File: config.mk
export PLATFORM = sky130hd
export DESIGN_NAME = hcb_letter_cell
export DESIGN_NICKNAME = d
export VERILOG_FILES = /design/src/sv/hcb_pkg.sv /design/src/sv/hcb_letter_cell.sv
export SDC_FILE = /design/constraint.sdc
export NUM_CORES = 1
export LEC_CHECK = 0
export BUFFER_PORTS_ARGS = -buffer_cell sky130_fd_sc_hd__buf_2
export CORE_ASPECT_RATIO = 0.5
export CORE_UTILIZATION = 40
export CTS_CLUSTER_DIAMETER = 150
export DETAILED_ROUTE_END_ITERATION = 10
export SLEW_MARGIN = 30
export SYNTH_ARGS = -nofsm -noshare
export SYNTH_HDL_FRONTEND = slang
export SYNTH_SLANG_ARGS = --single-unit
File: constraint.sdc
create_clock -name i_clk -period 3 [get_ports i_clk]
set_clock_uncertainty 0.05 [all_clocks]
set_input_delay 0.15 -clock i_clk [delete_from_list [all_inputs] [get_ports i_clk]]
set_output_delay 0.15 -clock i_clk [all_outputs]
set_load 0.02 [all_outputs]
File: src/sv/hcb_pkg.sv
package hcb_pkg;

    localparam int LETTER_W = 5;
    localparam int ID_W     = 6;
    localparam int CODE_W   = 25;
    localparam int LEN_W    = 5;

    localparam logic [7:0] CH_UPPER_A = 8'h41;
    localparam logic [7:0] CH_UPPER_Z = 8'h5A;
    localparam logic [7:0] CH_LOWER_A = 8'h61;
    localparam logic [7:0] CH_LOWER_Z = 8'h7A;

    typedef enum logic [1:0] {
        FUNC_COUNT  = 2'd0,
        FUNC_FINISH = 2'd1,
        FUNC_ENCODE = 2'd2,
        FUNC_CLEAR  = 2'd3
    } t_func;

    // letter cell commands
    typedef enum logic [2:0] {
        LC_IDLE,
        LC_COUNT,
        LC_CLEAR,
        LC_INIT,
        LC_MERGE,
        LC_LONE
    } t_lc_cmd;

    typedef struct packed {
        t_lc_cmd             cmd;
        logic [LETTER_W-1:0] idx;
        logic [ID_W-1:0]     id_a;
        logic [ID_W-1:0]     id_b;
        logic [ID_W-1:0]     id_new;
    } t_lc_op;

    // queue cell commands
    typedef enum logic [1:0] {
        QC_HOLD,
        QC_INSERT,
        QC_POP2,
        QC_CLEAR
    } t_qc_cmd;

    // {is_letter, index} for a raw byte, case folded
    function automatic logic [LETTER_W:0] letter_of(input logic [7:0] c);
        logic [7:0] d;
        logic       ok;
        d  = 8'd0;
        ok = 1'b0;
        if (c >= CH_UPPER_A && c <= CH_UPPER_Z) begin
            d  = c - CH_UPPER_A;
            ok = 1'b1;
        end else if (c >= CH_LOWER_A && c <= CH_LOWER_Z) begin
            d  = c - CH_LOWER_A;
            ok = 1'b1;
        end
        return {ok, d[LETTER_W-1:0]};
    endfunction

endpackage

File: src/sv/hcb_letter_cell.sv
module hcb_letter_cell #(
    parameter int INDEX       = 0,
    parameter int COUNT_WIDTH = 16
) (
    input  logic                       i_clk,
    input  logic                       i_rst_n,
    input  hcb_pkg::t_lc_op            i_op,
    output logic [COUNT_WIDTH-1:0]     o_count,
    output logic [hcb_pkg::CODE_W-1:0] o_code,
    output logic [hcb_pkg::LEN_W-1:0]  o_len
);

    localparam logic [hcb_pkg::LETTER_W-1:0] MY_IDX = hcb_pkg::LETTER_W'(INDEX);
    localparam logic [hcb_pkg::ID_W-1:0]     MY_ID  = hcb_pkg::ID_W'(INDEX);

    logic [COUNT_WIDTH-1:0]     r_count;
    logic [hcb_pkg::ID_W-1:0]   r_owner;
    logic [hcb_pkg::CODE_W-1:0] r_code;
    logic [hcb_pkg::LEN_W-1:0]  r_len;
    logic [hcb_pkg::CODE_W-1:0] one_bit;

    // merge prepends a bit above the current code
    assign one_bit = hcb_pkg::CODE_W'(1) << r_len;

    always_ff @(posedge i_clk) begin
        if (!i_rst_n) begin
            r_count <= '0;
            r_owner <= MY_ID;
            r_code  <= '0;
            r_len   <= '0;
        end else begin
            case (i_op.cmd)
                hcb_pkg::LC_COUNT: begin
                    if (i_op.idx == MY_IDX && r_count != {COUNT_WIDTH{1'b1}}) begin
                        r_count <= r_count + COUNT_WIDTH'(1);
                    end
                end
                hcb_pkg::LC_CLEAR: begin
                    r_count <= '0;
                    r_owner <= MY_ID;
                    r_code  <= '0;
                    r_len   <= '0;
                end
                hcb_pkg::LC_INIT: begin
                    r_owner <= MY_ID;
                    r_code  <= '0;
                    r_len   <= '0;
                end
                hcb_pkg::LC_MERGE: begin
                    if (r_owner == i_op.id_a) begin
                        r_len   <= r_len + hcb_pkg::LEN_W'(1);
                        r_owner <= i_op.id_new;
                    end else if (r_owner == i_op.id_b) begin
                        r_code  <= r_code | one_bit;
                        r_len   <= r_len + hcb_pkg::LEN_W'(1);
                        r_owner <= i_op.id_new;
                    end
                end
                hcb_pkg::LC_LONE: begin
                    if (i_op.idx == MY_IDX) begin
                        r_code <= hcb_pkg::CODE_W'(1);
                        r_len  <= hcb_pkg::LEN_W'(1);
                    end
                end
                default: begin
                end
            endcase
        end
    end

    assign o_count = r_count;
    assign o_code  = r_code;
    assign o_len   = r_len;

endmodule

Word level (Yosys, flattened, before mapping)

Index checks and enable logic that the tools add are counted.

Multiplexer cells: 13
Equality and inequality tests: 13
Bitwise operators: 1
Add/subtract/negate cells: 2
Shift operators: 1
Reduce and logical (&&, ||, !) cells: 10

Operator list:

| cell                    | count |
|---|---|
| $mux W25                | 3 |
| $pmux W25 S3            | 1 |
| $pmux W16 S2            | 1 |
| $or A25 B25 Y25         | 1 |
| $shl A1 B5 Y25 const A  | 1 |
| $add A16 B1 Y16 const B | 1 |
| $mux W16                | 1 |
| $ne A16 B16 Y1 const B  | 1 |
| $mux W5                 | 3 |
| $pmux W5 S3             | 1 |
| $eq A6 B6 Y1            | 2 |
| $mux W6                 | 2 |
| $pmux W6 S2             | 1 |
| $ne A2 B2 Y1 const B    | 4 |
| $eq A3 B2 Y1 const B    | 2 |
| $eq A3 B3 Y1 const B    | 2 |
| $add A5 B1 Y5 const B   | 1 |
| $logic_not A5 Y1        | 1 |
| $reduce_and A2 Y1       | 2 |
| $reduce_and A4 Y1       | 1 |
| $reduce_bool A2 Y1      | 2 |
| $eq A3 B1 Y1 const B    | 1 |
| $ne A3 B3 Y1 const B    | 1 |
| $reduce_and A3 Y1       | 1 |
| other kinds (3)         | 3 |

Bits in registers: 52
Logic and storage cells: 44

Longest topological paths before layout

Gate-level depths: netlist (run 1).

Depth after elaboration: 5
Mapped depth: 7
Gate-level depth less buffers: 6

Worst setup path before layout (run 1)

Ideal clock, no wire load.

Path kind: register -> register
Start: register r_count[5], in the netlist o_count[5]
End: register r_count[2], in the netlist o_count[2]
Arrival time: 1.869 ns
Stages on the path, launching flop included: 7
Buffers on the path: 1
Library setup time: 0.091 ns
Data required time: 2.859 ns
Slack: 0.990 ns
Cell sequence: dfxtp_1 > and4_1 > clkbuf_1 > nand4_1 > o31ai_1 > inv_1 > a311oi_1

Word-level cells in the longest chain between the ends: 4

RTL lines:

| element                     | RTL line              | text |
|---|---|---|
| start, declared             | hcb_letter_cell.sv:16 | `logic [COUNT_WIDTH-1:0] r_count;` |
| start signal, assigned      | hcb_letter_cell.sv:35 | `r_count <= r_count + COUNT_WIDTH'(1);` |
| $ne A16 B16 Y1              | hcb_letter_cell.sv:34 | `if (i_op.idx == MY_IDX && r_count != {COUNT_WIDTH{1'b1}}) begin` |
| $logic_and A1 B1 Y1         | hcb_letter_cell.sv:34 |  |
| $ne A2 B2 Y1 (no line)      | --                    |  |
| $reduce_and A2 Y1 (no line) | --                    |  |

Every way passes these cells.
A chain may end at the register's enable or synchronous reset.

Final worst setup path (run 1)

Start: register r_count[5], in the netlist o_count[5]
End: register r_count[13], in the netlist o_count[13]

Word-level cells in the longest chain between the ends: 4
Elaborated cells between the ends (all ways): 7
Classes of those cells: add/sub (1); eq/ne (2); mux (2); reduce/logical (2)

RTL lines:

| element |
|---|
| parallel branches: the longest is 4 deep, another holds $add A16 B1 Y16 |

Parallel ways; which one is timed is not known. The select of a mux whose other input is x is not followed.

==> flow_summary.ini, run 1 <==
[timing]
whs_ps = 185
timing_hold_violations_final = 0
fmax_mhz = 470
rsz0062_at_grt = no
final.setup.worst_slack_ps = 873
setup_violations = 0
setup-tns-final_ps = 0
slew_violations = 0
slew-limit-headroom_pct = 54.4
min_period_over_period_pct = 70.9
finalCriticalPeriod_ps = 2130
tightest_slew_ps = 682

[yosys]
syn_area_per_cell_um2 = 8.99
post-synth-top-area-fraction_pct = 40.5
syn-num-nets = 321
synth-async-reset-ratio_pct = 0
yosys_warnings = 0
ys_types = 42
ys_seq_area_share_pct = 40.5
synthFlopType = dfxtp_1
synth_seq_cells = 52
syn_area_um2 = 2570
synthTopCellsByArea = dfxtp_1 (40%), a32o_1 (9.3%), and3_1 (4.6%), a21oi_1 (3.7%), nand2_1 (3.6%)
synth-edff-count = 0
synth_top_cell_by_area = dfxtp_1
postSynthCellCount = 286

[clock_network]
clk_pin_slew_ps = 70
cts_made_buffers = 5
root_buffer = clkbuf_16
post_cts_buffers = 0
clock_latency_ps = 300
cts_max_level = 2
cts_tree = built
holdBufCountCts = 0
ctsResizeCount = 0
clock_sinks = 52
clk_path_buf_depth = 2

[finish]
nNetsFinal = 388
layout_common_cells = buf_2 (73), dfxtp_1 (52), nand2_1 (25)
final_common_cell = buf_2
utilization_pct = 51.7
fin_area_um2 = 3170
drive_above_1_share_pct = 26.0
syn2layout_area_growth_pct = 23.1
antenna_cells = 0

[placement]
io_buffers = 73
pre_cts_ws_ps = 737
finalWeightedCongestion = 0.749
dp_hpwl_um = 4710
placed_area_um2 = 3020

[setup_path]
cp_data_required_time_ps = 3130
crit_type = reg2reg
reg2reg_depth = 5
r2r_end = o_count[13]$_SDFFE_PN0P_
cp.arrival_ps = 2260
worstReg2RegStart = o_count[5]$_SDFFE_PN0P_
worstSetupEndpointType = flop
r2r_slack_ps = 870
critPathMaxFanout = 11
crit_path_start_kind = flop

[route]
ant_nets = 0
routedWlPerCell_um = 14.4
drc = 0
vias = 2407
drt-initial-drc-count = 109
first_pass_iters = 4
via_per_inst = 5.45
wl_um = 6380

[grt]
globalRoute.totalOverflow = 0
track_usage_pct = 20.1
grt_first_pass_wirelength_um = 10500
grt_start_max_net_pins = 26
antenna_found_initial = 0
grt_pass1_vias = 2239

[die]
io_pins = 74
die_w_um = 115
die_height_um = 58.7
die_area_um2 = 6780
start_util_pct = 42.0
row_count = 20
core_um2 = 6130

[min_path]
hold_path.class = in2reg
min_path_cells = 2
hp-start = i_rst_n
whs_endpoint = r_owner[1]$_SDFFE_PN0P_

[run_status]
status = finished clean

[pwr]
p_leak_nw = 1.39
p_per_area_nw_per_um2 = 444
ir_drop_mv = 0.245

[run]
max-cap-violations = 0
## layout make-up
type | count | area [µm²]
sequential | 52 | 1040
fill | 577 | 2960
clock inverter | 3 | 25.0
multi-input combinational | 208 | 1440
timing repair buffer | 77 | 395
clock buffer | 5 | 125
inverter | 9 | 33.8
tap | 88 | 110
## cells by family (layout without fill, tap and decap cells)
logic type / count (synthesis) / count (layout) / share of synthesized area [%]
AND/OR/NAND/NOR: 107 / 107 / 23.3
AO/OA/AOI/OAI: 77 / 77 / 23.0
flip-flops: 52 / 52 / 40.5
buffers and inverters: 26 / 94 / 3.94
XOR/XNOR: 15 / 15 / 5.11
adder cells (fa/ha/maj): 7 / 7 / 3.40
multiplexers: 2 / 2 / 0.778
## per-stage QoR
| stage | power [mW] | instances |
|---|---|---|
| after global placement | 0.821 | 434 |
| final | 1.41 | 442 |
| after CTS | 1.42 | 442 |
| after detailed placement | 0.824 | 434 |
| after floorplan | 0.782 | 286 |
| after global routing | 1.46 | 442 |
## power breakdown
group | total [mW] | leakage [nW] | switching, mW | internal (mW)
clock | 0.598 | 0.0708 | 0.282 | 0.316
combinational | 0.109 | 0.905 | 0.0675 | 0.0413
sequential | 0.699 | 0.419 | 0.00505 | 0.694
## critical path: stages (launching register included)
cell,delay (ps)
dfxtp_1,410
and4_1,370
nand4_1,260
o2111ai_1,640
nor3_1,130
mux2i_1,150
## synthesized netlist by cell type (all sizes together), types with 2 or more instances
cell / number
dfxtp: 52
nand2: 25
a32o: 24
a21oi: 19
and3: 19
clkbuf: 12
nor2: 12
o21ai: 11
xor2: 10
inv: 9
nand3: 9
o31a: 8
ha: 7
and2: 6
nand4: 6
or3: 6
buf: 5
nand2b: 5
nor3: 5
xnor2: 5
or4: 4
and4: 3
nor2b: 3
o211ai: 3
o31ai: 3
a211oi: 2
a31oi: 2
mux2i: 2
nor4: 2
## worst max-delay path by stage
stage | startpoint | to
detailed placement | i_op[18] | o_code[22]$_SDFFE_PN0P_
floorplan | o_count[5]$_SDFFE_PN0P_ | o_count[2]$_SDFFE_PN0P_
global route | o_count[5]$_SDFFE_PN0P_ | o_count[11]$_SDFFE_PN0P_
CTS | o_count[5]$_SDFFE_PN0P_ | o_count[13]$_SDFFE_PN0P_
global placement | i_op[18] | o_code[22]$_SDFFE_PN0P_
finish | o_count[5]$_SDFFE_PN0P_ | o_count[13]$_SDFFE_PN0P_
## state kept, by name, indices dropped and copies added, names as in the netlist
signal	count
o_code	25
o_len	5
o_count	16
r_owner	6
## metal layers
metal  share of wire, %  routed length (µm)  track usage [%]
met1                 48                3050             26.0
met2                 44                2840             32.8
met3                6.5                 415             5.46
met4                1.3                  81             6.68
met5                  0                   0                0
(Power assumes the default switching activity.)
==> inputs of run 2 (changes only) <==
--- a/config.mk
+++ b/config.mk
@@ -10,6 +10,7 @@
 export CORE_UTILIZATION = 40
 export CTS_CLUSTER_DIAMETER = 150
 export DETAILED_ROUTE_END_ITERATION = 10
+export PLACE_DENSITY = 0.67
 export SLEW_MARGIN = 30
 export SYNTH_ARGS = -nofsm -noshare
 export SYNTH_HDL_FRONTEND = slang
==> constraint.sdc (replaced) <==
create_clock -name i_clk -period 1.8 [get_ports i_clk]
set_clock_uncertainty 0.05 [all_clocks]
set_input_delay 0.09 -clock i_clk [delete_from_list [all_inputs] [get_ports i_clk]]
set_output_delay 0.09 -clock i_clk [all_outputs]
set_load 0.02 [all_outputs]
==> flow_summary.ini, run 2 (same netlist as run 1, synthesis figures left out) <==
[grt]
antenna_found_initial = 0
grt_pass1_vias = 2337
grt_start_max_net_pins = 26
grt_first_pass_wirelength_um = 10800
track_usage_pct = 20.5
globalRoute.totalOverflow = 0

[pwr]
p_per_area_nw_per_um2 = 657
power_mw = 2.35
ir_drop_mv = 0.364
p_leak_nw = 1.61

[placement]
dp_hpwl_um = 5150
io_buffers = 73
numPlacedInstances = 468
finalWeightedCongestion = 0.847

[timing]
min_period_over_period_pct = 98.7
slew-limit-headroom_pct = 66.7
finalCriticalPeriod_ps = 1780
setup_violations = 0
tightest_slew_ps = 497
timing_hold_violations_final = 0
fmax_mhz = 563
slew_violations = 0
rsz0062_at_grt = yes

[route]
drt-initial-drc-count = 162
wl_um = 7000
ant_nets = 0
routedWlPerCell_um = 14.6
first_pass_iters = 4
via_per_inst = 5.39
vias = 2580
drc = 0

[finish]
largest_reg_flops = 25
multi_input_area_um2 = 1520
drive_above_1_share_pct = 38.1
syn2layout_area_growth_pct = 39.1
regArea_um2 = 1060
n_fill_cell = 562
final_common_cell = buf_2
layout_common_cells = buf_2 (73), dfxtp_1 (43), buf_4 (35)
final_cells = 479
nNetsFinal = 425
antenna_cells = 0

[die]
row_count = 20
start_util_pct = 42.0
io_pins = 74
die_w_um = 115
die_area_um2 = 6780
core_um2 = 6130
die_height_um = 58.7

[setup_path]
setup.worst_path.start = r_owner[0]$_SDFFE_PN0P_
reg2reg_depth = 6
critPathMaxFanout = 6
worstReg2RegStart = r_owner[0]$_SDFFE_PN0P_
worstSetupEndpointType = flop
r2r_slack_ps = 20
cp.arrival_ps = 1910
crit_type = reg2reg
r2r_end = r_owner[4]$_SDFFE_PN0P_
cp_data_required_time_ps = 1930
setup.worst_path.end = r_owner[4]$_SDFFE_PN0P_
crit_path_start_kind = flop

[clock_network]
root_buffer = clkbuf_16
clk_pin_slew_ps = 70
clk_path_buf_depth = 2
cts_max_level = 2
cts_tree = built
clock_latency_ps = 290
clock_sinks = 52
cts_made_buffers = 5

[run_status]
status = finished clean

[min_path]
min_path_cells = 4
hold_path.class = in2reg

[run]
max-cap-violations = 0
## run 2: changes by cell type in the layout (fill, tap and decap cells not counted), moves of 3 or more
| cell | previous run | this run |
|---|---|---|
| dfxtp_1 | 52 | 43 |
| dfxtp_2 | 0 | 6 |
| buf_4 | 4 | 35 |
| dfxtp_4 | 0 | 3 |
| buf_6 | 0 | 5 |
## run 2: layout make-up
class	instances	share of cell area [%]
multi-input cells	208	42.6
well taps	88	3.08
inverters	9	0.944
clock buffers	5	3.50
flip-flops and latches	52	29.6
clock inverters	3	0.594
repair buffers	114	19.7
## run 2: how the worst min path moves through the flow
stage | startpoint | to | slack [ps]
5_1_grt | i_op[4] | r_owner[4]$_SDFFE_PN0P_ | 130
3_3_place_gp | o_code[13]$_SDFFE_PN0P_ | o_code[13]$_SDFFE_PN0P_ | 400
6_report | i_op[4] | r_owner[4]$_SDFFE_PN0P_ | 110
2_1_floorplan | i_op[23] | o_code[0]$_SDFFE_PN0P_ | 280
3_5_place_dp | o_code[13]$_SDFFE_PN0P_ | o_code[13]$_SDFFE_PN0P_ | 400
4_1_cts | i_op[4] | r_owner[4]$_SDFFE_PN0P_ | 110
## run 2: metrics by stage
stage	instance area, µm²	setup WS (ps)	util (%)	hold WS [ps]	TNS (ps)
3_5_place_dp	3290	-256	53.7	404	-4880
4_1_cts	3450	1.44	56.3	113	0
2_1_floorplan	2580	-51.7	-	276	-81.8
6_report	3580	22.8	58.4	114	0
3_3_place_gp	3290	-171	53.7	399	-3770
5_1_grt	3580	-15.4	58.4	133	-47.1
## run 2: what timing repair did
action / 4_1_cts / 5_1_grt
endpoints found under the setup margin: 22 / 45
cloned: 0 / 0
resized for setup: 4 / 22
hold buffers: 0 / 0
buffers inserted: 1 / 2
pin swaps: 4 / 7
## run 2: where the power goes
group / internal (mW) / switching (mW) / total, mW
logic: 0.105 / 0.127 / 0.232
clock network: 0.518 / 0.440 / 0.958
registers: 1.15 / 0.00932 / 1.16
## run 2: metal layers
metal | GRT usage (%) | wire length (µm) | vias up
li1 | - | - | 1283
met1 | 25.5 | 3320 | 1233
met2 | 35.7 | 3330 | 60
met3 | 5.56 | 304 | 4
met4 | 5.19 | 37 | 0
met5 | 0 | 0 | -
## run 2: worst max-delay path, cell delays in order (launching register included)
cell and delay (ps):
dfxtp_2 350, xnor2_1 150, nand4_1 150, o31a_1 350, buf_6 160, and3_1 170, o31a_1 280
