### config.mk
export PLATFORM = sky130hd
export DESIGN_NAME = hcb_queue_cell
export DESIGN_NICKNAME = d
export VERILOG_FILES = /design/src/sv/hcb_pkg.sv /design/src/sv/hcb_queue_cell.sv
export SDC_FILE = /design/constraint.sdc
export NUM_CORES = 1
export LEC_CHECK = 0
export ABC_AREA = 1
export BUFFER_PORTS_ARGS = -buffer_cell sky130_fd_sc_hd__buf_2
export CAP_MARGIN = 0
export CORE_MARGIN = 8
export CORE_UTILIZATION = 45
export DETAILED_ROUTE_END_ITERATION = 12
export PLACE_DENSITY = 0.86
export RECOVER_POWER = 50
export SLEW_MARGIN = 10
export SYNTH_ARGS = -nofsm -noshare
export SYNTH_HDL_FRONTEND = slang
export SYNTH_SLANG_ARGS = --single-unit
export TNS_END_PERCENT = 20
### constraint.sdc
create_clock -name i_clk -period 3.94 [get_ports i_clk]
set_input_delay 0.591 -clock i_clk [delete_from_list [all_inputs] [get_ports i_clk]]
set_output_delay 0.591 -clock i_clk [all_outputs]
set_load 0.005 [all_outputs]
### src/sv/hcb_pkg.sv
package hcb_pkg;

    localparam int LETTER_W = 5;
    localparam int ID_W     = 6;
    localparam int CODE_W   = 25;
    localparam int LEN_W    = 5;

    localparam logic [7:0] CH_UPPER_A = 8'h41;
    localparam logic [7:0] CH_UPPER_Z = 8'h5A;
    localparam logic [7:0] CH_LOWER_A = 8'h61;
    localparam logic [7:0] CH_LOWER_Z = 8'h7A;

    typedef enum logic [1:0] {
        FUNC_COUNT  = 2'd0,
        FUNC_FINISH = 2'd1,
        FUNC_ENCODE = 2'd2,
        FUNC_CLEAR  = 2'd3
    } t_func;

    // letter cell commands
    typedef enum logic [2:0] {
        LC_IDLE,
        LC_COUNT,
        LC_CLEAR,
        LC_INIT,
        LC_MERGE,
        LC_LONE
    } t_lc_cmd;

    typedef struct packed {
        t_lc_cmd             cmd;
        logic [LETTER_W-1:0] idx;
        logic [ID_W-1:0]     id_a;
        logic [ID_W-1:0]     id_b;
        logic [ID_W-1:0]     id_new;
    } t_lc_op;

    // queue cell commands
    typedef enum logic [1:0] {
        QC_HOLD,
        QC_INSERT,
        QC_POP2,
        QC_CLEAR
    } t_qc_cmd;

    // {is_letter, index} for a raw byte, case folded
    function automatic logic [LETTER_W:0] letter_of(input logic [7:0] c);
        logic [7:0] d;
        logic       ok;
        d  = 8'd0;
        ok = 1'b0;
        if (c >= CH_UPPER_A && c <= CH_UPPER_Z) begin
            d  = c - CH_UPPER_A;
            ok = 1'b1;
        end else if (c >= CH_LOWER_A && c <= CH_LOWER_Z) begin
            d  = c - CH_LOWER_A;
            ok = 1'b1;
        end
        return {ok, d[LETTER_W-1:0]};
    endfunction

endpackage

### src/sv/hcb_queue_cell.sv
module hcb_queue_cell #(
    parameter int WEIGHT_W = 21
) (
    input  logic                     i_clk,
    input  logic                     i_rst_n,
    input  hcb_pkg::t_qc_cmd         i_cmd,
    input  logic [WEIGHT_W-1:0]      i_new_w,
    input  logic [hcb_pkg::ID_W-1:0] i_new_id,
    input  logic [WEIGHT_W-1:0]      i_prev_w,
    input  logic [hcb_pkg::ID_W-1:0] i_prev_id,
    input  logic                     i_prev_valid,
    input  logic                     i_prev_keep,
    input  logic [WEIGHT_W-1:0]      i_skip_w,
    input  logic [hcb_pkg::ID_W-1:0] i_skip_id,
    input  logic                     i_skip_valid,
    output logic [WEIGHT_W-1:0]      o_w,
    output logic [hcb_pkg::ID_W-1:0] o_id,
    output logic                     o_valid,
    output logic                     o_keep
);

    logic [WEIGHT_W-1:0]      r_w;
    logic [hcb_pkg::ID_W-1:0] r_id;
    logic                     r_valid;

    // entries of equal or smaller weight stay ahead of the new one
    assign o_keep = r_valid && (r_w <= i_new_w);

    always_ff @(posedge i_clk) begin
        if (!i_rst_n) begin
            r_valid <= 1'b0;
        end else begin
            case (i_cmd)
                hcb_pkg::QC_INSERT: begin
                    if (!o_keep) begin
                        if (i_prev_keep) begin
                            r_w     <= i_new_w;
                            r_id    <= i_new_id;
                            r_valid <= 1'b1;
                        end else begin
                            r_w     <= i_prev_w;
                            r_id    <= i_prev_id;
                            r_valid <= i_prev_valid;
                        end
                    end
                end
                hcb_pkg::QC_POP2: begin
                    r_w     <= i_skip_w;
                    r_id    <= i_skip_id;
                    r_valid <= i_skip_valid;
                end
                hcb_pkg::QC_CLEAR: begin
                    r_valid <= 1'b0;
                end
                default: begin
                end
            endcase
        end
    end

    assign o_w     = r_w;
    assign o_id    = r_id;
    assign o_valid = r_valid;

endmodule

======== Word-level counts from Yosys, hierarchy flattened ========
Cells that the tools add are included.
storage, ports and cells
  register bits after elaboration ......... 28
  bits in latches ......................... 0
  RAM bits ................................ 0
  ROM bits ................................ 0
  input port bits ......................... 88
  output and inout bits ................... 29
  word-level logic and storage cells ...... 22
  memories kept ........................... 0
cells by class
  add/sub/neg operators ................... 0
  multiply operators ...................... 0
  div/mod/pow operators ................... 0
  magnitude comparators ................... 1
  equal/unequal tests ..................... 4
  shifts and indexed selects .............. 0
  mux-type cells .......................... 9
  bitwise operators ....................... 0
  reduce and logical (&&, ||, !) cells .... 5
operators by type and width
  operator            number
  $mux 21             2
  $pmux 21 s2         1
  $le 21x21->1        1
  $mux 6              2
  $pmux 6 s2          1
  $eq 2x2->1 const B  2
  $pmux 1 s3          1
  $reduce_and 3->1    1
  $reduce_bool 3->1   1
  $eq 2x1->1 const B  1
  $mux 1              2
  $ne 2x2->1 const B  1
  $reduce_and 2->1    1
  $reduce_bool 2->1   1
  $logic_and 1x1->1   1

======== Depth between registers and ports, before layout ========
Gate-level depths: netlist (run 1).
  word-level depth ........................ 4
  mapped depth ............................ 15
  depth with buffers taken out ............ 15

======== Worst setup path after synthesis (run 1) ========
No wires, ideal clock.
  path type ............................... input to register
  start point ............................. input i_new_w[20]
  end point ............................... register r_id (netlist bit o_id[0]) (enable)
  data arrival time ....................... 2.247 ns
  data required time ...................... 3.551 ns
  path slack .............................. 1.304 ns
  cell stages on the path ................. 12
  buffers on the path ..................... 0
  cell sequence ........................... inv_1 -> ha_1 -> nand2_1 -> nor2_2 -> nand2_1 -> nor2_1 -> nand2_1 -> nand3_2 -> nand2_2 -> nand3_2 -> nand2_1 -> nor2_2
on the way
  cells in the longest elaborated chain, start to end .. 4
ends and longest elaborated chain
  element                     line                  text
  start: declaration          hcb_queue_cell.sv:7   input logic [WEIGHT_W-1:0] i_new_w,
  $le 21x21->1                hcb_queue_cell.sv:27  assign o_keep = r_valid && (r_w <= i_new_w);
  $logic_and 1x1->1           hcb_queue_cell.sv:27
  $ne 2x2->1 (no line)        n/a
  $reduce_and 3->1 (no line)  n/a
  end signal: assignment      hcb_queue_cell.sv:38  r_id <= i_new_id;
  end signal: assignment      hcb_queue_cell.sv:42  r_id <= i_prev_id;
  end signal: assignment      hcb_queue_cell.sv:49  r_id <= i_skip_id;
  end: declaration            hcb_queue_cell.sv:23  logic [hcb_pkg::ID_W-1:0] r_id;
Every way passes these cells.
A chain may end at the register's enable or synchronous reset.

======== Final worst setup path (run 1) ========
  start point ............................. input i_new_w[20]
  end point ............................... register r_w[13] (netlist: o_w[13]) (enable)
on the way
  cells in the longest elaborated chain, start to end .. 4
ends and longest elaborated chain
  element                     line                  text
  $le 21x21->1                hcb_queue_cell.sv:27
  $logic_and 1x1->1           hcb_queue_cell.sv:27
  $ne 2x2->1 (no line)        n/a
  $reduce_and 3->1 (no line)  n/a
  end signal: assignment      hcb_queue_cell.sv:37  r_w <= i_new_w;
  end signal: assignment      hcb_queue_cell.sv:41  r_w <= i_prev_w;
  end signal: assignment      hcb_queue_cell.sv:48  r_w <= i_skip_w;
  end: declaration            hcb_queue_cell.sv:22  logic [WEIGHT_W-1:0] r_w;
Every way passes these cells.

==> summary.md, run 1 <==
| Metric | Value |
|---|---|
| Syn-to-layout area delta | 28.8% |
| Chip height | around 84 um |
| Synth Instances | 271 |
| R2r setup slk | 1210 ps |
| Worst-path fanout max | 14 |
| HP Class | in -> reg |
| IO Pins | 117 |
| Commonest cells after routing, fill and taps aside | buf_2 (89), a21oi_1 (62), nand2_1 (59), nor2_1 (39), inv_1 (36) |
| MaxCap Viol Count | 0 |
| Worst Setup SP | i_new_w[20] |
| Hold Startpoint | i_rst_n |
| Drt pass-1 iters | 4 |
| Max frequency | 0.355 GHz |
| Outcome | completed |
| Pint | 512 uW |
| # Post-CTS Setup Buffers | 0 |
| Syn_nets | 380 |
| CP required | 3850 ps |
| GRT met3 Usage | 5.76% |
| Tot GR Track Use | 17.0% |
| Worst EP arrival | roughly 2700 ps |
| Via density | 4.97 |
| Post-synth EDFFs | 27 |
| Placed cell count | 432 |
| Global-route wire length before repair | 10.2 mm |
| Port bufs | 116 |
| DR vias | 2167 |
| Kind of critical path | in -> reg |
| Fillers | 421 |
| #FFs+latches synth | 28 |
| Drt drc | 0 |
| Commonest non-fill, non-tap cell in the layout | buf_2 |
| Clock Sinks | 28 |
| Initial Utilization | between 40% and 50% |
| CP most frequent cell | nand2_1 |
| Clk pwr share | 22.7% |
| Logic gate share of total power | a little over a quarter |
| Post-CTS Resized | 0 |
| Crit path max-delay cell type | clkbuf_1 |
| Clock tree buffer depth | 2 |
| Met1 Use GR | 18.7% |
| Antenna violations before repair | 0 |
| Reg2reg end | o_w[13] |
| Synth Flop Type | edfxtp_1 |
| Die area | about 7000 um2 |
| WL/cell | around 14 um |
| Worst Hold Depth | 5 |
| Crit path capture | o_w[13] |
| Global routing met2 resource utilization | 29.7% |
| 1st-iter DRT viols | 76 |
| Slew @ Worst Pin | 835 ps |
| Share of power burned in registers | around half |
| Root Buffer | clkbuf_8 |
| Dpl hpwl | between 4 and 5 mm |
| Worst IR Drop VDD | 0.166 mV |
| Gr ovfl total | 0 |
| Register area share after synthesis | 40.0% |
| Startpoint Class | input pin |
| Die W | ~84 um |
| # setup viols final | 0 |
| Warnings from Yosys | 0 |
| Switching share of power | 29.7% |
| Vias in the first global route | 2322 |
| CTS Hold Bufs | 0 |
| Worst slew margin | 44.4% |
| Final wirelength | approximately 6.3 mm |
| Ant diodes | 0 |
| Crit. End Element | flop |
| Layout cells sized above 1 | 25.8% |
| Clk_skew | 1.77 ps |
| Distinct cells, synth | 22 |
| Final Non-Filler Cells | 436 |
| Mapped Avg Cell Area | 7.66 um2 |
| Synth async-reset ratio | 0% |
| Largest net degree at the start of global routing | 30 |
| CTS Buf Count | 3 |
| TNS Setup | 0 ps |
| Psw | 217 uW |
| Core Area | 4410 um2 |
| Crit path time final | 2810 ps |
| Clk slew on worst S/H paths | 100 ps |
| # rows | 24 |
| Crit-path max cell delay | 650 ps |
| Pins Over Slew Limit | 0 |
| Pwr Total | 728 uW |
| Critical-path cell list | clkbuf_1 -> inv_1 -> ha_1 -> nand2_1 -> nor2_1 -> nand2_1 -> nor2_1 -> nand2_1 -> nand3_2 -> nand2_1 -> nand3_1 -> nand2_1 -> nor2_1 -> clkbuf_1 |
| Antenna viol nets, final | 0 |
| CTS tree | done |
| Launching point of the worst reg2reg path | o_w[20] |
| Nets | 494 |
| WHS | around 600 ps |
| Hold Fails Final Rpt | 0 |
| Last weighted congestion value of the routability-driven placer | 0.811 |
| Leak Pwr | approximately 0.0014 uW |
| PwrDens | 272 nW/um2 |
| R2R depth | 12 |
| Gr busiest metal | met2 |
| Post-Syn Area | 2080 um2 |
| RSZ-0062 raised after global routing | no |
| Clock Latency Late Sink | 280 ps |
| Deepest level of the CTS H-tree | 1 |
| Fin crit share | 71.4% |
## power by group through the flow
stage	logic, uW	clock network, uW	registers (uW)
after floorplan	111	0	373
after global placement	199	0	370
after detailed placement	207	0	371
after CTS	208	165	364
after global routing	228	176	367
final	198	165	365
## worst max-delay path, delay by kind of cell
kind	cells	cell delay (ps)
AND/OR/NAND/NOR	10	980
buffers and inverters	3	830
adder cells (fa/ha/maj)	1	300
## state kept, by name, summed over array words and instances, names as in the netlist
name and cells:
o_w 21, o_valid 1, o_id 6
## cells in the mapped netlist (2+ instances only)
cell      count  area share [%]
ha_1         21              13
nor2_2        4             1.2
buf_6         2             1.1
clkbuf_1      3            0.54
nand2_1      58              10
a21oi_1      62              15
edfxtp_1     27              39
inv_2         2            0.36
nor2_1       37             6.7
o21ai_0       2            0.48
inv_1        36             6.5
nand3_1       2            0.48
buf_2         4            0.96
nand3_2       3             1.4
## how the worst min path moves through the flow
stage and to:
4_1_cts o_valid, 3_5_place_dp o_valid, 3_3_place_gp o_valid, 2_1_floorplan o_valid, 6_report o_valid, 5_1_grt o_id[1]
## kinds of logic (layout without fill, tap and decap cells)
group	count (synthesis)	count (layout)	share of synthesized area (%)
AND/OR/NAND/NOR	107	107	21.2
buffers and inverters	49	162	10.0
AO/OA/AOI/OAI	66	66	16.2
adder cells (fa/ha/maj)	21	21	12.7
flip-flops	28	28	40.0
## layer usage
| layer | share of wire (%) | vias to the layer above |
|---|---|---|
| li1 | - | 1118 |
| met1 | 42 | 951 |
| met2 | 48 | 92 |
| met3 | 7.8 | 6 |
| met4 | 1.8 | 0 |
| met5 | 0 | - |
## stage by stage
stage | setup WS (ps) | cell area, um2 | utilization [%]
after floorplan | 1300 | 2080 | -
after global placement | 1440 | 2680 | 60.8
after detailed placement | 1440 | 2680 | 60.8
after CTS | 1440 | 2730 | 61.8
after global routing | 924 | 2670 | 60.6
final | 1130 | 2670 | 60.6
## cell type report
class / count / area, um2 / area share, %
clock inverters: 1 / 3.75 / 0.140
repair buffers: 119 / 562 / 21.0
clock buffers: 3 / 41.3 / 1.54
well taps: 52 / 65.1 / 2.43
inverters: 39 / 146 / 5.47
multi-input cells: 194 / 1020 / 38.3
flip-flops and latches: 28 / 831 / 31.1
Note: power is estimated with default switching activity, not from simulation.
==> run 2: changes to the inputs <==
Settings changed: CORE_UTILIZATION 45 to 40, PLACE_DENSITY 0.86 to 0.82.
Clock period 3.94 ns to 2.3 ns, I/O delays scaled along.
==> run 2 against run 1 <==
Compared with the run above: setup slack lost 990 ps; design area up 6.0%; sequential power grew 71%.
==> summary.md, run 2 (same netlist as run 1, synthesis figures left out) <==
| Metric | Value |
|---|---|
| Final Non-Filler Cells | 459 (+5.3%) |
| Placed cell count | 453 (+4.9%) |
| Startpoint Class | flop |
| Outcome | completed |
| Largest net degree at the start of global routing | 29 (-3.3%) |
| Clk slew on worst S/H paths | 100 ps (about the same) |
| Antenna viol nets, final | 0 (unchanged) |
| Ant diodes | 0 (unchanged) |
| PwrDens | 449 nW/um2 (+65%) |
| Nets | 499 (+1.0%) |
| Core Area | 5040 um2 (+14%) |
| # setup viols final | 0 (unchanged) |
| Max frequency | approximately 0.46 GHz |
| CP most frequent cell | nand2_1 |
| Leak Pwr | 0.00143 uW (+4.6%) |
| CTS Hold Bufs | 0 (unchanged) |
| Die area | 7750 um2 (+10%) |
| MaxCap Viol Count | 0 (unchanged) |
| Crit path time final | 2160 ps |
| Critical-path cell list | ha_1 -> nand2_1 -> nor2_2 -> nand2_1 -> nor2_1 -> nand2_1 -> nand3_2 -> nand2_2 -> inv_1 -> nor2_1 -> buf_2 |
| Crit path max-delay cell type | edfxtp_1 |
| Clock tree buffer depth | 2 (unchanged) |
| Drt drc | 0 (unchanged) |
| Clk_skew | 1.16 ps (-0.612 ps) |
| Worst slew margin | 38.0% (-6.4 points) |
| Crit. End Element | output pin |
| HP Class | in -> reg |
| Crit-path max cell delay | 410 ps (-240 ps) |
| DR vias | 2209 (+1.9%) |
| RSZ-0062 raised after global routing | no |
| Final wirelength | 6.47 mm (+3.0%) |
| Chip height | 88.0 um (+4.9%) |
| Clock Sinks | 28 (unchanged) |
| IO Pins | 117 (unchanged) |
| Max FFs per register | 21 (unchanged) |
| Hold Fails Final Rpt | 0 (unchanged) |
| Global-route wire length before repair | 10.0 mm (-1.6%) |
| Pins Over Slew Limit | 0 (unchanged) |
| Fin crit share | 94.0% |
| CTS Buf Count | 3 (unchanged) |
| Vias in the first global route | 2250 (-3.1%) |
| Initial Utilization | 41.2% (-5.9 points) |
| Syn-to-layout area delta | 36.5% |
| Dpl hpwl | 5.28 mm (+6.5%) |
| # rows | 26 (+8.3%) |
| Commonest cells after routing, fill and taps aside | buf_2 (96), a21oi_1 (61), nand2_1 (57), inv_1 (38), nor2_1 (38) |
| Delay-heaviest family, CP | simple AND/OR/NAND/NOR gates |
| 1st-iter DRT viols | 122 (+61%) |
| Clock Latency Late Sink | 270 ps (about the same) |
| Kind of critical path | reg -> out |
| Worst IR Drop VDD | 0.300 mV (+80%) |
| CP required | 1960 ps (-1890 ps) |
| Root Buffer | clkbuf_8 |
| Last weighted congestion value of the routability-driven placer | 0.790 (-2.6%) |
| WP buf/inv | 2 (-1) |
| Drt pass-1 iters | 4 (unchanged) |
| Die W | 88.0 um (+4.9%) |
| Layout cells sized above 1 | 30.6% (+4.8 points) |
| Tot GR Track Use | 16.2% (-0.83 points) |
| Worst-path fanout max | 2 (-12) |
| Worst EP arrival | 1820 ps (-910 ps) |
| CTS tree | done |
| Via density | 4.81 (-3.2%) |
| Deepest level of the CTS H-tree | 1 (unchanged) |
| Pwr Total | 1270 uW (+75%) |
| Commonest non-fill, non-tap cell in the layout | buf_2 |
| WL/cell | 14.1 um (-2.1%) |
| Port bufs | 116 (unchanged) |
| TNS Setup | 0 ps (unchanged) |
| Gr ovfl total | 0 (unchanged) |
| Slew @ Worst Pin | 929 ps (+94.4 ps) |
| Antenna violations before repair | 1 (+1) |
run 2: area by class of cell:
class	count	area (um2)
Fill cell	486	2210
Multi-Input combinational cell	194	1080
Sequential cell	28	831
Timing Repair Buffer	124	641
Inverter	39	146
Tap cell	70	87.6
Clock buffer	3	41.3
Clock inverter	1	3.75
run 2: path summary, 6_finish.rpt:
check / startpoint / end / slack (ps) / depth (start not counted)
max: o_w[18] / o_keep / 140 / 11
max reg2reg: o_w[18] / o_w[20] / 230 / 12
min reg2reg: o_valid / o_valid / 650 / 4
min: i_skip_w[18] / o_w[18] / 390 / 3
run 2: power breakdown:
| part | switching [uW] | internal (uW) | leakage, uW |
|---|---|---|---|
| combinational | 201 | 172 | 0.00114 |
| clock | 153 | 120 | 0.0000231 |
| sequential | 18.6 | 607 | 0.000262 |
run 2: worst min-delay path, stage by stage:
cell and delay [ps]:
buf_2 70, nor2_1 30, a21oi_1 90
run 2: routing by layer:
| layer | part of all wire [%] | GRT usage [%] |
|---|---|---|
| met1 | 39 | 17.9 |
| met2 | 50 | 28.5 |
| met3 | 10 | 6.57 |
| met4 | 0.65 | 2.76 |
| met5 | 0.17 | 0 |
run 2: timing repair:
action                                  4_1_cts  5_1_grt
setup buffers                                 0        2
endpoints found under the setup margin        0        1
resized for setup                             0        5
run 2: metrics by stage:
step	cell area, um2	utilization (%)	worst slack (ps)	hold WS, ps
global placement	2760	54.7	221	608
global route	2830	56.2	1.30	379
floorplan	2080	-	140	531
finish	2830	56.2	137	386
CTS	2800	55.6	108	373
detailed placement	2760	54.7	168	619
==> run 3: changes to the inputs <==
Settings changed: CORE_MARGIN 8 to not set, PLACE_DENSITY 0.82 to 0.81.
==> run 3 against run 2 <==
Compared with the run above: via count is 1.2% lower; first-iteration DRC count is 3.3% lower; setup slack better by 15 ps; combinational power is 3% lower; critical endpoint unchanged; largest cell class unchanged.
==> summary.md, run 3 (same netlist as run 1, synthesis figures left out) <==
| Metric | Value |
|---|---|
| PwrDens | 450 nW/um2 (+0.19%) |
| Delay-heaviest family, CP | simple AND/OR/NAND/NOR gates |
| Clock tree buffer depth | 2 (unchanged) |
| Crit. End Element | output pin |
| Max FFs per register | 21 (unchanged) |
| Final Non-Filler Cells | 455 (-0.87%) |
| Launching point of the worst reg2reg path | o_w[12] |
| Worst EP arrival | 1800 ps (-20 ps) |
| Crit path time final | 2150 ps (-15.1 ps) |
| Via density | 4.80 (-0.35%) |
| Pins Over Slew Limit | 0 (unchanged) |
| Drt pass-1 iters | 4 (unchanged) |
| Layout cells sized above 1 | 30.9% (+0.34 points) |
| Deepest level of the CTS H-tree | 1 (unchanged) |
| Initial Utilization | 42.8% (+1.6 points) |
| CTS Hold Bufs | 0 (unchanged) |
| Crit-path max cell delay | 430 ps (+20 ps) |
| Core Area | 4850 um2 (-3.8%) |
| Startpoint Class | flop |
| Clk slew on worst S/H paths | 100 ps (about the same) |
| Pwr Total | 1270 uW (-0.34%) |
| Commonest cells after routing, fill and taps aside | buf_2 (98), a21oi_1 (62), nand2_1 (58), nor2_1 (38), inv_1 (37) |
| CTS tree | done |
| Placed cell count | 450 (-0.66%) |
| Final Worst Setup Slack | 152 ps (+15.1 ps) |
| 1st-iter DRT viols | 118 (-3.3%) |
| Gr ovfl total | 0 (unchanged) |
| Outcome | completed |
| Chip height | 74.0 um (-16%) |
| IO Pins | 117 (unchanged) |
| Dpl hpwl | 4.37 mm (-17%) |
| Worst-path fanout max | 2 (unchanged) |
| # rows | 25 (-3.8%) |
| WL/cell | 12.4 um (-12%) |
| Global-route wire length before repair | 9.04 mm (-9.7%) |
| Worst Setup SP | o_w[15] |
| R2R depth | 12 (unchanged) |
| DR vias | 2182 (-1.2%) |
| Syn-to-layout area delta | 35.8% |
| Commonest non-fill, non-tap cell in the layout | buf_2 |
| Die W | 74.0 um (-16%) |
| Ant diodes | 0 (unchanged) |
| Tot GR Track Use | 21.2% (+5.1 points) |
| Worst Hold Depth | 3 (unchanged) |
| Hold Fails Final Rpt | 0 (unchanged) |
| Crit path max-delay cell type | edfxtp_1 |
| Die area | 5480 um2 (-29%) |
| Largest net degree at the start of global routing | 29 (unchanged) |
| Worst slew margin | 39.7% (+1.7 points) |
| Drt drc | 0 (unchanged) |
| Fillers | 455 (-6.4%) |
| WHS | 383 ps (-3.69 ps) |
| Pre-CTS setup slack | 154 ps (-13.8 ps) |
| Vias in the first global route | 2139 (-4.9%) |
| Max frequency | 0.466 GHz (+0.70%) |
| Clock Sinks | 28 (unchanged) |
| Fin crit share | 93.4% (-0.66 points) |
| Nets | 498 (-0.20%) |
| Root Buffer | clkbuf_8 |
| Slew @ Worst Pin | 903 ps (-25.8 ps) |
| Kind of critical path | reg -> out |
| CP required | 1960 ps (about the same) |
| Worst IR Drop VDD | 0.225 mV (-25%) |
| TNS Setup | 0 ps (unchanged) |
| WP buf/inv | 3 (+1) |
| HP Class | in -> reg |
| Antenna viol nets, final | 0 (unchanged) |
| Port bufs | 116 (unchanged) |
| CTS Buf Count | 3 (unchanged) |
| Leak Pwr | 0.00142 uW (-0.33%) |
| Clk_skew | 7.54 ps (+6.38 ps) |
| Critical-path cell list | ha_1 -> nand2_1 -> nor2_1 -> nand2_1 -> inv_1 -> nand4_1 -> nand2_2 -> inv_1 -> nor2_1 -> buf_2 |
| Antenna violations before repair | 0 (-1) |
| # setup viols final | 0 (unchanged) |
| Clock Latency Late Sink | 270 ps (about the same) |
| Last weighted congestion value of the routability-driven placer | 0.833 (+5.5%) |
| Hold Startpoint | i_skip_w[15] |
| Final wirelength | 5.63 mm (-13%) |
| Crit. path cell count | 10 (-1) |
| MaxCap Viol Count | 0 (unchanged) |
run 3: cell types whose count changed in the layout (fill, tap and decap cells not counted), sizes merged:
| cell | change |
|---|---|
| buf | +3 |
| clkbuf | -3 |
| clkinv | -1 |
run 3: metal layers:
metal	global-route usage [%]	vias to the layer above	wire length, um
li1	-	1126	-
met1	26.6	984	2490
met2	38.4	70	2820
met3	3.25	2	294
met4	4.70	0	25
met5	0	-	0
run 3: tightest hold or removal path, stage by stage:
cell	delay, ps
buf_2	70
nor2_1	30
a21oi_1	90
run 3: worst paths after layout:
check	slack, ps	to
worst max-delay path	150	o_keep
worst min-delay path	380	o_w[15]
worst max register to register	210	o_w[10]
worst min register to register	640	o_valid
run 3: per-stage QoR:
step / util [%] / instance area [um2]
2_1_floorplan: - / 2080
5_1_grt: 58.1 / 2820
3_3_place_gp: 56.5 / 2740
6_report: 58.1 / 2820
3_5_place_dp: 56.5 / 2740
4_1_cts: 57.5 / 2790
run 3: final cells by class:
| class | count | area, um2 | share of cell area, % |
|---|---|---|---|
| multi-input combinational | 194 | 1090 | 38.7 |
| inverter | 39 | 146 | 5.19 |
| timing repair buffer | 123 | 623 | 22.1 |
| sequential | 28 | 831 | 29.5 |
| tap | 67 | 83.8 | 2.97 |
| clock buffer | 4 | 45.0 | 1.60 |
run 3: where the power goes:
group	internal (uW)	switching, uW	total [uW]
combinational	168	195	363
sequential	607	19.5	626
clock	124	154	279
total	899	369	1270
run 3: what timing repair did:
item | 4_1_cts | 5_1_grt
buffers inserted | 0 | 1
endpoints found under the setup margin | 0 | 1
resized for setup | 0 | 4
